`src/sv/fbsc_pkg.sv`:
```
// ----------------------------------------------------------------------------
// fbsc_pkg: shared constants and types for the frustum cull core
// Fixed-point widths, function codes and the word types that travel down the
// square-root chain and the plane-cell chain.
// ----------------------------------------------------------------------------
`default_nettype none

package fbsc_pkg;

   // frustum planes
   localparam int PLANE_COUNT = 6;              // cells in the plane chain (1..8)
   localparam int REG_COUNT   = 6;              // writable plane registers
   localparam int CSR_IDX_W   = $clog2(REG_COUNT);
   localparam int PLANE_W     = 64;
   localparam int NORM_W      = 16;             // nx, ny, nz and d fields

   // input word fields
   localparam int COORD_W  = 16;                // Q12.4 coordinates
   localparam int RADIUS_W = 15;
   localparam int FUNC_W   = 2;
   localparam int EXT_W    = COORD_W + 1;       // sums and differences of two coordinates

   // function codes
   localparam logic [FUNC_W-1:0] FUNC_SPHERE = 2'd1;
   localparam logic [FUNC_W-1:0] FUNC_FAST   = 2'd2;

   // bounding sphere of the fast box test
   localparam int SQ_W   = 2 * COORD_W;         // one squared edge
   localparam int ROOT_W = EXT_W;               // integer square root, one bit per cell
   localparam int DIAG_W = 2 * ROOT_W;          // sum of three squared edges
   localparam int REM_W  = ROOT_W + 3;          // partial remainder

   // plane distance arithmetic, everything scaled to Q.18
   localparam int NORM_SHIFT = 14;
   localparam int PROD_W     = NORM_W + EXT_W;  // n * coordinate
   localparam int DB_W       = PROD_W;          // d term plus bound term
   localparam int SUM_W      = PROD_W + 3;

   typedef struct packed {
      logic                     valid;
      logic                     visible;
      logic                     dbl_d;          // fast box: distance counted twice
      logic [ROOT_W-1:0]        bound;          // cull if distance < -bound
      logic [2:0][EXT_W-1:0]    lo;             // vertex taken for a negative normal
      logic [2:0][EXT_W-1:0]    hi;             // vertex taken for a positive normal
   } cull_item_type;

   typedef struct packed {
      logic [DIAG_W-1:0]        rad;            // radicand, consumed two bits a step
      logic [REM_W-1:0]         rem;
      logic [ROOT_W-1:0]        root;
   } sqrt_step_type;

endpackage

`default_nettype wire

```
`src/sv/fbsc_sqrt_cell.sv`:
```
// ----------------------------------------------------------------------------
// fbsc_sqrt_cell: one step of the integer square root
// Brings in two radicand bits and decides one root bit, then registers.
// ----------------------------------------------------------------------------
`default_nettype none

module fbsc_sqrt_cell (
   input  logic                    clock,
   input  logic                    en,
   input  fbsc_pkg::sqrt_step_type up_step,
   output fbsc_pkg::sqrt_step_type dn_step
);
   import fbsc_pkg::*;

   sqrt_step_type     step_ff;
   sqrt_step_type     step_in;
   logic [REM_W-1:0]  rem_pre;
   logic [REM_W-1:0]  trial;

   always_comb begin
      rem_pre      = {up_step.rem[REM_W-3:0], up_step.rad[DIAG_W-1 -: 2]};
      trial        = REM_W'({up_step.root, 2'b01});
      step_in.rad  = {up_step.rad[DIAG_W-3:0], 2'b00};
      if (rem_pre >= trial) begin
         step_in.rem  = rem_pre - trial;
         step_in.root = {up_step.root[ROOT_W-2:0], 1'b1};
      end else begin
         step_in.rem  = rem_pre;
         step_in.root = {up_step.root[ROOT_W-2:0], 1'b0};
      end
   end

   always_ff @(posedge clock) begin
      if (en) begin
         step_ff <= step_in;
      end
   end

   assign dn_step = step_ff;

endmodule

`default_nettype wire

```
`config.mk`:
```
export PLATFORM = sky130hd
export DESIGN_NAME = fbsc_sqrt_cell
export DESIGN_NICKNAME = d
export VERILOG_FILES = /design/src/sv/fbsc_pkg.sv /design/src/sv/fbsc_sqrt_cell.sv
export SDC_FILE = /design/constraint.sdc
export NUM_CORES = 1
export LEC_CHECK = 0
export BUFFER_PORTS_ARGS = -buffer_cell sky130_fd_sc_hd__clkbuf_2
export CAP_MARGIN = 30
export CELL_PAD_IN_SITES_DETAIL_PLACEMENT = 0
export CELL_PAD_IN_SITES_GLOBAL_PLACEMENT = 1
export CORE_MARGIN = 4
export CORE_UTILIZATION = 34
export CTS_CLUSTER_SIZE = 40
export DETAILED_ROUTE_END_ITERATION = 6
export GPL_TIMING_DRIVEN = 0
export PLACE_DENSITY_LB_ADDON = 0.1
export SETUP_SLACK_MARGIN = 0.15
export SLEW_MARGIN = 30
export SYNTH_ARGS = -nofsm -noshare
export SYNTH_HDL_FRONTEND = slang
export SYNTH_SLANG_ARGS = --single-unit
```
`constraint.sdc`:
```
create_clock -name clock -period 2.1 [get_ports clock]
set_clock_uncertainty 0.1 [all_clocks]
set_input_delay 0.105 -clock clock [delete_from_list [all_inputs] [get_ports clock]]
set_output_delay 0.105 -clock clock [all_outputs]
set_load 0.01 [all_outputs]
```
Word-level counts from Yosys, hierarchy flattened --
Index checks and enable logic that the tools add are counted.
Storage, ports and cells: register bits 69, input bits 73, output and inout bits 71
Cells by class: add/sub/neg operators 1, $lt $le $gt $ge 1, multiplexer cells 1
Operator list (number):
- $mux 37 | 1
- $ge 20x19->1 | 1
- $sub 20x19->20 | 1

Logic depth before layout (Yosys ltp) --
word-level depth 2, mapped depth 11, mapped depth without buffers 9

Worst setup path after synthesis --
No wires, ideal clock.
path type input to register, from input up_step[10] in the netlist's numbering, to register step_ff (netlist bit dn_step[21]), data pin, setup time 260 ps, data arrival time 1965 ps, data required time 1740 ps, path slack -225 ps, stages on the path 10, path buffers 2, cell sequence inv_1 ha_1 buf_2 nand4_1 nor4_2 a2111oi_2 a21o_1 a31oi_2 buf_6 mux2_4
RTL lines:
- start, declared | RTL line fbsc_sqrt_cell.sv:10 | input fbsc_pkg::sqrt_step_type up_step,
- end signal, assigned | RTL line fbsc_sqrt_cell.sv:35 | step_ff <= step_in;
- end, declared | RTL line fbsc_sqrt_cell.sv:15 | sqrt_step_type step_ff;

==> summary.txt <==
Synth Instances = 263
final wirelength = 9.14 mm
H-tree Lvls = 3
Post-DP Area = 0.00454 sq mm
Distinct cells, synth = 42
sequential-to-total area share from yosys stat = 0.592
dpl cells = 537
total power = 4.10 mW
drt pass-1 iters = 4
most frequent cells in the layout = clkbuf_2 (127), edfxtp_1 (69), dlygate4sd3_1 (64)
Final period util = 1.02
Max clock buf depth = 2
ys async rst share = 0
commonest non-fill, non-tap cell in the layout = clkbuf_2
CTS tree = yes
vias in the first global route = 2,981
failing checks = setup timing
Worst Setup Path Type = in2reg
worst-path fanout max = 7
Hold Crit Class = in2reg
Crit. End Element = flop
Final Max Tran Viols = 0
cts bufs inserted = 9
Max Fclk = 0.465 GHz
Final setup viols = 13
die area = 0.0120 sq mm
post-synthesis register bit count = 69
register clock-pin slew on the reported worst setup and hold paths = 0.08 ns
Max Cap Viol = 0
Nets = 588
vias per cell = 4.59
initial antenna violation count = 0
gr usage total = 0.152
# diodes = 0
Final Hold Vio Count = 0
Top FF cell, synth = edfxtp_1
Core Region = 0.00991 sq mm
CTS root buffer = clkbuf_8
fraction of layout cells with a size suffix above 1 = 0.471
Period minus WS final = 2.15 ns
worst stage delay on the critical path = 0.29 ns
via count = 2,912
initial DRC count = 74
TritonCTS Sinks = 69
Initial Util = 0.353
CP max stage cell = nor4_4
Horiz. Die Dim = 109 um
worst vdd ir = 271 uV
Critical Path RT = 2.11 ns
GRT overflow = 0
Yosys Warn Count = 0
max FFs per register = 69
ANT nets after route = 0
port bufs = 139
first-pass GRT wire length = 13.9 mm
hold wc startpoint = up_step[33]
Post-synth EDFFs = 69
Std-Cell Rows = 36
synthesized cell area = 0.00350 sq mm
status = complete, but fails checks
Area Growth Syn to Fin = 66.8%
cell area power density = 703 mW/mm^2
die span in y = 109 um
crit start category = primary input
Setup WS post-layout = -0.0497 ns
RSZ-0062 raised after global routing = true
post-DR wirelength/cell = 14.4 um
synthesized area per cell = 13.3 sq um
Leak = 2.51 nW
crit path cell chain = buf_6, inv_2, ha_1, buf_6, nand4_1, nor4_4, a2111oi_4, a21o_1, a31oi_4, buf_6, buf_16, mux2_4
HPWL after DPL = 6.20 mm
Critical Path AT = 2.16 ns
Worst setup startpoint = up_step[10]
Crit path top cell by count = buf_6
largest net degree at the start of global routing = 48
Final GP Congestion = 0.778
Final Instance Area = 0.00583 sq mm
IO Count = 144
Finished Layout Cells = 634
Residual DRC = 0
==> area by class of cell <==
class | instances | area [sq um]
Buffer | 12 | 159
Clock buffer | 10 | 128
Clock inverter | 6 | 87.6
Fill cell | 873 | 4080
Inverter | 24 | 103
Multi-Input combinational cell | 159 | 1520
Sequential cell | 69 | 2070
Tap cell | 133 | 166
Timing Repair Buffer | 221 | 1600
==> power by group <==
group / total [mW] / internal, mW / switching (mW) / leakage, nW
sequential: 1.72 / 1.69 / 0.0342 / 0.675
combinational: 1.18 / 0.650 / 0.530 / 1.73
clock: 1.20 / 0.669 / 0.528 / 0.110
==> cell usage after synthesis, types with 2 or more instances <==
cell	n	area [sq um]
a211oi_1	5	37.5
a21o_1	3	22.5
a21oi_1	14	70.1
a31oi_1	2	12.5
and2_1	2	12.5
buf_2	2	10.0
buf_4	3	22.5
buf_6	3	33.8
clkbuf_1	2	7.51
clkbuf_2	2	10.0
edfxtp_1	69	2070
ha_1	19	238
inv_1	24	90.1
mux2_2	2	22.5
mux2_4	13	195
nand2_1	11	41.3
nand2b_1	2	12.5
nand3_1	5	25.0
nand4_1	6	37.5
nor2_1	12	45.0
nor3_1	5	25.0
o211ai_1	6	45.0
o21a_1	5	37.5
o21ai_0	13	65.1
xnor2_1	12	105
xor2_1	5	43.8
==> worst paths after layout <==
kind	to	depth (start not counted)
setup / recovery	dn_step[27]	12
hold / removal	dn_step[35]	3
==> logic make-up after synthesis <==
group | after synthesis | synth area share
fa+ha+maj | 19 | 0.0680
simple gates | 47 | 0.0669
buf+inv | 36 | 0.0497
compound gates | 58 | 0.114
xor+xnor | 17 | 0.0426
flops | 69 | 0.592
mux | 16 | 0.0651
other cells | 1 | 0.00107
==> routing by layer <==
layer	part of all wire	track usage	up-vias	wire length, um
met5	0	0	-	0
met4	0.022	0.0677	0	197
met2	0.48	0.252	106	4390
li1	-	-	1435	-
met1	0.41	0.187	1355	3780
met3	0.084	0.0376	16	766
==> repair_timing <==
action	in CTS	in global routing
pin swaps	7	15
setup endpoints to repair	21	21
hold buffers	61	3
gates cloned	1	0
setup buffers	10	6
hold endpoints to repair	61	3
gates resized for setup	17	52
==> through the flow <==
stage | util | setup slack (ns) | hold slack (ns) | TNS [ns]
5_1_grt | 0.589 | -0.114 | 0.0407 | -1.55
2_1_floorplan | - | -0.185 | 0.104 | -2.49
6_report | 0.589 | -0.0497 | 0.0266 | -0.471
3_5_place_dp | 0.458 | -0.599 | 0.184 | -10.51
4_1_cts | 0.559 | -0.0848 | 0.000109 | -1.04
3_3_place_gp | 0.455 | -0.593 | 0.182 | -10.41
==> critical path: cells and delay by family <==
family / cells / cell delay [ns]
AND/OR/NAND/NOR: 2 / 0.49
AO/OA/AOI/OAI: 3 / 0.49
multiplexers: 1 / 0.29
buffers and inverters: 5 / 0.48
adder cells (fa/ha/maj): 1 / 0.28
Note: power is estimated with default switching activity, not from simulation.
