$ cat src/sv/fbsc_pkg.sv
// ----------------------------------------------------------------------------
// fbsc_pkg: shared constants and types for the frustum cull core
// Fixed-point widths, function codes and the word types that travel down the
// square-root chain and the plane-cell chain.
// ----------------------------------------------------------------------------
`default_nettype none

package fbsc_pkg;

   // frustum planes
   localparam int PLANE_COUNT = 6;              // cells in the plane chain (1..8)
   localparam int REG_COUNT   = 6;              // writable plane registers
   localparam int CSR_IDX_W   = $clog2(REG_COUNT);
   localparam int PLANE_W     = 64;
   localparam int NORM_W      = 16;             // nx, ny, nz and d fields

   // input word fields
   localparam int COORD_W  = 16;                // Q12.4 coordinates
   localparam int RADIUS_W = 15;
   localparam int FUNC_W   = 2;
   localparam int EXT_W    = COORD_W + 1;       // sums and differences of two coordinates

   // function codes
   localparam logic [FUNC_W-1:0] FUNC_SPHERE = 2'd1;
   localparam logic [FUNC_W-1:0] FUNC_FAST   = 2'd2;

   // bounding sphere of the fast box test
   localparam int SQ_W   = 2 * COORD_W;         // one squared edge
   localparam int ROOT_W = EXT_W;               // integer square root, one bit per cell
   localparam int DIAG_W = 2 * ROOT_W;          // sum of three squared edges
   localparam int REM_W  = ROOT_W + 3;          // partial remainder

   // plane distance arithmetic, everything scaled to Q.18
   localparam int NORM_SHIFT = 14;
   localparam int PROD_W     = NORM_W + EXT_W;  // n * coordinate
   localparam int DB_W       = PROD_W;          // d term plus bound term
   localparam int SUM_W      = PROD_W + 3;

   typedef struct packed {
      logic                     valid;
      logic                     visible;
      logic                     dbl_d;          // fast box: distance counted twice
      logic [ROOT_W-1:0]        bound;          // cull if distance < -bound
      logic [2:0][EXT_W-1:0]    lo;             // vertex taken for a negative normal
      logic [2:0][EXT_W-1:0]    hi;             // vertex taken for a positive normal
   } cull_item_type;

   typedef struct packed {
      logic [DIAG_W-1:0]        rad;            // radicand, consumed two bits a step
      logic [REM_W-1:0]         rem;
      logic [ROOT_W-1:0]        root;
   } sqrt_step_type;

endpackage

`default_nettype wire

$ cat src/sv/fbsc_plane_cell.sv
// ----------------------------------------------------------------------------
// fbsc_plane_cell: one frustum plane of the cull chain
// Holds one plane register, forms the plane distance of the passing word in
// two stages and clears its visible flag when the plane culls.
// ----------------------------------------------------------------------------
`default_nettype none

module fbsc_plane_cell (
   input  logic                        clock,
   input  logic                        reset,
   input  logic                        en,
   input  logic                        wr_en,
   input  logic [fbsc_pkg::PLANE_W-1:0] wr_data,
   input  fbsc_pkg::cull_item_type     item_in,
   output fbsc_pkg::cull_item_type     item_out
);
   import fbsc_pkg::*;

   logic [PLANE_W-1:0]        plane_ff;
   logic [PLANE_W-1:0]        plane_in;
   cull_item_type             a_ff;
   cull_item_type             a_in;
   cull_item_type             b_ff;
   cull_item_type             b_in;
   logic signed [PROD_W-1:0]  prod_ff [3];
   logic signed [PROD_W-1:0]  prod_in [3];
   logic signed [DB_W-1:0]    db_ff;
   logic signed [DB_W-1:0]    db_in;
   logic signed [NORM_W-1:0]  nk [3];
   logic signed [EXT_W-1:0]   pk [3];
   logic signed [NORM_W-1:0]  dq;
   logic signed [DB_W-1:0]    d_term;
   logic signed [DB_W-1:0]    b_term;
   logic signed [SUM_W-1:0]   dist_sum;

   assign plane_in = wr_en ? wr_data : plane_ff;

   // stage a: positive vertex and the three products
   always_comb begin
      for (int k = 0; k < 3; k++) begin
         nk[k]      = $signed(plane_ff[NORM_W*k +: NORM_W]);
         pk[k]      = nk[k][NORM_W-1] ? $signed(item_in.lo[k]) : $signed(item_in.hi[k]);
         prod_in[k] = PROD_W'(nk[k] * pk[k]);
      end
      dq     = $signed(plane_ff[PLANE_W-1 -: NORM_W]);
      d_term = item_in.dbl_d ? (DB_W'(dq) <<< (NORM_SHIFT + 1)) : (DB_W'(dq) <<< NORM_SHIFT);
      b_term = $signed(DB_W'({item_in.bound, {NORM_SHIFT{1'b0}}}));
      db_in  = d_term + b_term;
      a_in   = item_in;
   end

   // stage b: sign of distance plus bound
   always_comb begin
      dist_sum = SUM_W'(prod_ff[0]) + SUM_W'(prod_ff[1]) + SUM_W'(prod_ff[2])
               + SUM_W'(db_ff);
      b_in         = a_ff;
      b_in.visible = a_ff.visible & ~dist_sum[SUM_W-1];
   end

   always_ff @(posedge clock) begin
      if (reset) begin
         plane_ff   <= '0;
         a_ff.valid <= 1'b0;
         b_ff.valid <= 1'b0;
      end else begin
         plane_ff <= plane_in;
         if (en) begin
            a_ff    <= a_in;
            prod_ff <= prod_in;
            db_ff   <= db_in;
            b_ff    <= b_in;
         end
      end
   end

   assign item_out = b_ff;

   // a culled word stays culled through this plane
   assert property (@(posedge clock) disable iff (reset)
      a_ff.valid && !a_ff.visible && en |=> !b_ff.visible)
      else $error("culled word became visible in plane cell");

   // a moving word reaches stage b
   assert property (@(posedge clock) disable iff (reset)
      a_ff.valid && en |=> b_ff.valid)
      else $error("word lost between plane cell stages");

   // a held stage b keeps its word
   assert property (@(posedge clock) disable iff (reset)
      b_ff.valid && !en |=> b_ff.valid && $stable(b_ff.visible))
      else $error("held plane cell word changed");

endmodule

`default_nettype wire
$ cat config.mk
export PLATFORM = sky130hd
export DESIGN_NAME = fbsc_plane_cell
export DESIGN_NICKNAME = d
export VERILOG_FILES = /design/src/sv/fbsc_pkg.sv /design/src/sv/fbsc_plane_cell.sv
export SDC_FILE = /design/constraint.sdc
export NUM_CORES = 2
export LEC_CHECK = 0
export BUFFER_PORTS_ARGS = -buffer_cell sky130_fd_sc_hd__buf_2
export CORE_MARGIN = 5
export CORE_UTILIZATION = 50
export DETAILED_ROUTE_END_ITERATION = 6
export PLACE_DENSITY = 0.68
export SLEW_MARGIN = 20
export SYNTH_ARGS = -nofsm -noshare
export SYNTH_HDL_FRONTEND = slang
export SYNTH_SLANG_ARGS = --single-unit
$ cat constraint.sdc
create_clock -name clock -period 42.1 [get_ports clock]
set_clock_uncertainty 0.2 [all_clocks]
set_input_delay 4.21 -clock clock [delete_from_list [all_inputs] [get_ports clock]]
set_output_delay 4.21 -clock clock [all_outputs]
set_load 0.01 [all_outputs]
Word-level counts from Yosys, hierarchy flattened
Index checks and enable logic that the tools add are counted.
W data, S select, Z words.
Storage, ports and cells
  bits in registers: 440
  input port bits: 190
  output and inout port bits: 122
  logic and storage cells: 40
Operators by class
  add/subtract/negate cells: 4
  $mul: 3
  multiplexer cells: 4
  bitwise gates (word level): 3
  reductions and logical operators: 1
Operators by type and width (count)
  $mul A16 B17 Y33: 3
  $mux W17: 3
  $add A35 B33 Y36: 1
  $add A34 B33 Y35: 1
  $add A33 B33 Y34: 1
  $add A31 B32 Y33: 1
  $mux W30: 1
  $not A1 Y1: 2
  $reduce_and A2 Y1: 1
  $and A1 B1 Y1: 1

Logic depth before layout (Yosys ltp)
  word-level depth: 5
  mapped depth: 26
  gate-level depth less buffers: 24

Worst setup path after synthesis
No wires, ideal clock.
  path type: in2reg
  start point: in reset
  end point: reg a_ff[0] in the netlist's numbering (enable)
  library setup time: 1124 ps
  arrival: 20078 ps
  data required time: 40776 ps
  slack: 20699 ps
  stages on the path: 2
  buffers on the path: 1
  cells stage by stage: clkbuf_1 nor2b_1
On the way
  word-level cells in the longest chain between the ends: 2
Ends and longest elaborated chain
  from (decl): RTL line fbsc_plane_cell.sv:10  | input logic reset,
  $not A1 Y1 (no line)
  $reduce_and A2 Y1 (no line)
  to (signal assigned): RTL line fbsc_plane_cell.sv:68  | a_ff <= a_in;
  to (decl): RTL line fbsc_plane_cell.sv:21  | cull_item_type a_ff;
No other way between the ends.
A chain may end at the register's enable or synchronous reset.

==> impl_metrics.toml <==
[run_status]
outcome = "finished, final reports clean"

[routing]
vias = 30100
dr.pass1.iters = 5
vias_per_cell = 5.15
drt-initial-drc-count = 1840
ant_nets = 0
wl_um = 107000
routedWlPerCell_um = 18.3
drc = 0

[yosys]
syn_inst = 4308
synth_async_sr_flop_share = 0
synth_seq_area_share = 0.256
synth.avg_cell_area_um2 = 11.0
ys_ff_latch = 426
ys.flop_type = "edfxtp_1"
netlist_area_um2 = 47400
synth.distinct_cells = 67
synth-edff-count = 360
yosysWarningCount = 0
synth_nets = 5694

[grt]
grt_max_degree = 77
grt-ovfl-total = 0
grt_pass1_vias = 33200
grt_usage = 0.218
antenna_found_initial = 10
grt_pass1_wl_um = 178000

[power_and_ir_drop]
irDropWorstVdd_uv = 44.3
internal_power_mw = 1.61
power_frac_seq = 0.221
switchingPower_mw = 1.30
clockPowerShare = 0.144
p_per_area_nw_per_um2 = 56.4
netSwitchingFraction = 0.447
pwr-share-comb = 0.635
p_leak_nw = 24.7

[finish]
nets = 5927
drive_gt1_frac = 0.105
stdcell_count = 5846
mostFrequentLayoutCells = "912 x inv_1, 881 x fa_1, 406 x nand2_1, 360 x edfxtp_1, 357 x and2_1"
area_growth_pct = 9.07
fill_cells = 8140
diodes = 0
layout_commonest_cell = "inv_1"

[setup_path]
rr_endpoint = "prod_ff[32]"
path_class = "input port to register"
reg2reg_slack_ns = 34.23
path_buf_inv = 4
crit_chain = "buf_2 -> mux2_2 -> nand2_1 -> inv_1 -> fa_1 -> fa_1 -> fa_1 -> fa_1 -> fa_1 -> inv_1 -> fa_1 -> inv_1 -> ha_1 -> and3_1 -> nand3_1 -> nor2_1 -> nand2_1 -> a211o_1 -> and3_1 -> a311oi_1"
crit_slowest_cell = "fa_1"
timing.critical_path.max_delay_family = "adder cells"
cpMostUsedCell = "fa_1"
critical_path.max_stage_delay_ns = 0.91
worst_setup_path_end_kind = "register"
startpoint_type = "input port"
cp_max_fo = 15
worstPathArrival_ns = 10.60
r2r-start = "plane_ff[47]"
r2r_cells = 19
required_ns = 42.29

[clock_network]
clock-root-buffer = "clkbuf_16"
cts_hold_buf = 0
path_clk_slew_ns = 0.06
clk_latency_ns = 0.61
cts_sinks = 426
cts_tree = "yes"
postCtsSetupBuffers = 0
numCtsBuffers = 48
h-tree-depth = 2
clk_path_buf_depth = 3
cts-resized-gates = 0

[floorplanning]
core_um2 = 94600
die_area_um2 = 101000
die-height_um = 318
die_x_um = 318
io_pins = 312
initial_core_util = 0.501
rows = 113

[timing]
setup_violations = 0
rsz0062_at_grt = "no"
period_share = 0.247
clock.fmax_mhz = 96.1
tightest_slew_ns = 1.05
fin_tns_setup_ns = 0
hold_viol = 0
maxSlewHeadroom = 0.296
min_period_ns = 10.41
finalMaxSlewViolations = 0

[min_path]
worstHoldStart = "a_ff[111]"
hp-class = "register to register"
min_path_cells = 0
hold_end = "item_out[111]"

[placement]
portBuffers = 311
dpl.hpwl_um = 87300
globalplace.congestion = 0.874
dp.cells = 5756

[run]
drv_cap = 0
## flip-flops by register name, indices dropped and copies added, names as in the netlist
register  count
plane_ff     64
db_ff        19
item_out    122
a_ff        122
prod_ff      99
## per-layer routing
metal / GRT usage / routed length (um) / vias to the layer above
met5: 0 / 21 / -
met4: 0.0511 / 2360 / 4
met3: 0.0315 / 5600 / 137
met2: 0.386 / 55400 / 685
met1: 0.287 / 43700 / 15500
li1: - / - / 13800
## how the worst max path moves through the flow
stage	cells after the start	startpoint	end	slack [ns]
global route	20	item_in[101]	prod_ff[32]	31.39
CTS	20	item_in[101]	prod_ff[32]	31.69
global placement	20	item_in[101]	prod_ff[32]	31.08
floorplan	2	reset	a_ff[0]	20.70
finish	20	item_in[101]	prod_ff[32]	31.69
detailed placement	20	item_in[101]	prod_ff[32]	31.07
## synthesized netlist by cell type, drive strengths merged, types with 8 or more instances
cell | number | area (um2)
a21oi | 84 | 428
o21a | 9 | 67.6
clkbuf | 132 | 495
fa | 881 | 17600
nor3 | 23 | 115
o211ai | 11 | 87.6
nand4 | 11 | 68.8
nand2 | 406 | 1520
ha | 315 | 3940
or3 | 8 | 55.1
a21o | 55 | 413
inv | 912 | 3420
o31ai | 8 | 70.1
o21ai | 51 | 263
edfxtp | 360 | 10800
o21bai | 9 | 71.3
nand2b | 28 | 175
nor2b | 47 | 294
a31oi | 8 | 56.3
dfxtp | 66 | 1320
xor2 | 32 | 280
and2 | 357 | 2230
xnor2 | 90 | 788
mux2 | 61 | 687
and3 | 10 | 62.6
nand3 | 24 | 120
nor2 | 168 | 631
mux2i | 70 | 701
buf | 9 | 33.8
## cells by family (layout without fill, tap and decap cells)
kind of cell / Yosys count / after routing / share of synthesized area
AND/OR/NAND/NOR: 1099 / 1099 / 0.114
adder cells (fa/ha/maj): 1196 / 1196 / 0.455
flip-flops: 426 / 426 / 0.256
buffers and inverters: 1053 / 1326 / 0.0834
multiplexers: 131 / 131 / 0.0293
XOR/XNOR: 122 / 122 / 0.0225
AO/OA/AOI/OAI: 281 / 281 / 0.0398
## power groups by stage
stage / clock network, mW / registers (mW) / logic, mW
final: 0.420 / 0.644 / 1.85
after global routing: 0.451 / 0.651 / 2.11
after CTS: 0.434 / 0.645 / 1.87
after detailed placement: 0 / 0.652 / 1.85
after global placement: 0 / 0.653 / 1.82
after floorplan: 0 / 0.627 / 1.38
## per-stage QoR
step / util / worst slack [ns] / hold slack (ns) / instance area (um2) / power [mW]
3_3_place_gp: 0.530 / 31.08 / 0.200 / 50100 / 2.47
4_1_cts: 0.547 / 31.69 / 0.212 / 51700 / 2.95
6_report: 0.547 / 31.69 / 0.212 / 51700 / 2.92
5_1_grt: 0.547 / 31.39 / 0.219 / 51700 / 3.21
2_1_floorplan: - / 20.70 / 0.200 / 47400 / 2.01
3_5_place_dp: 0.530 / 31.07 / 0.205 / 50100 / 2.50
## area by class of cell
class,instances,area [um2],share of cell area
Multi-Input combinational cell,2829,31300,0.606
Timing Repair Buffer,324,1660,0.0321
Clock buffer,60,1320,0.0255
Clock inverter,30,262,0.00506
Inverter,912,3420,0.0662
Sequential cell,426,12100,0.235
Tap cell,1265,1580,0.0306
(Power assumes the default switching activity.)
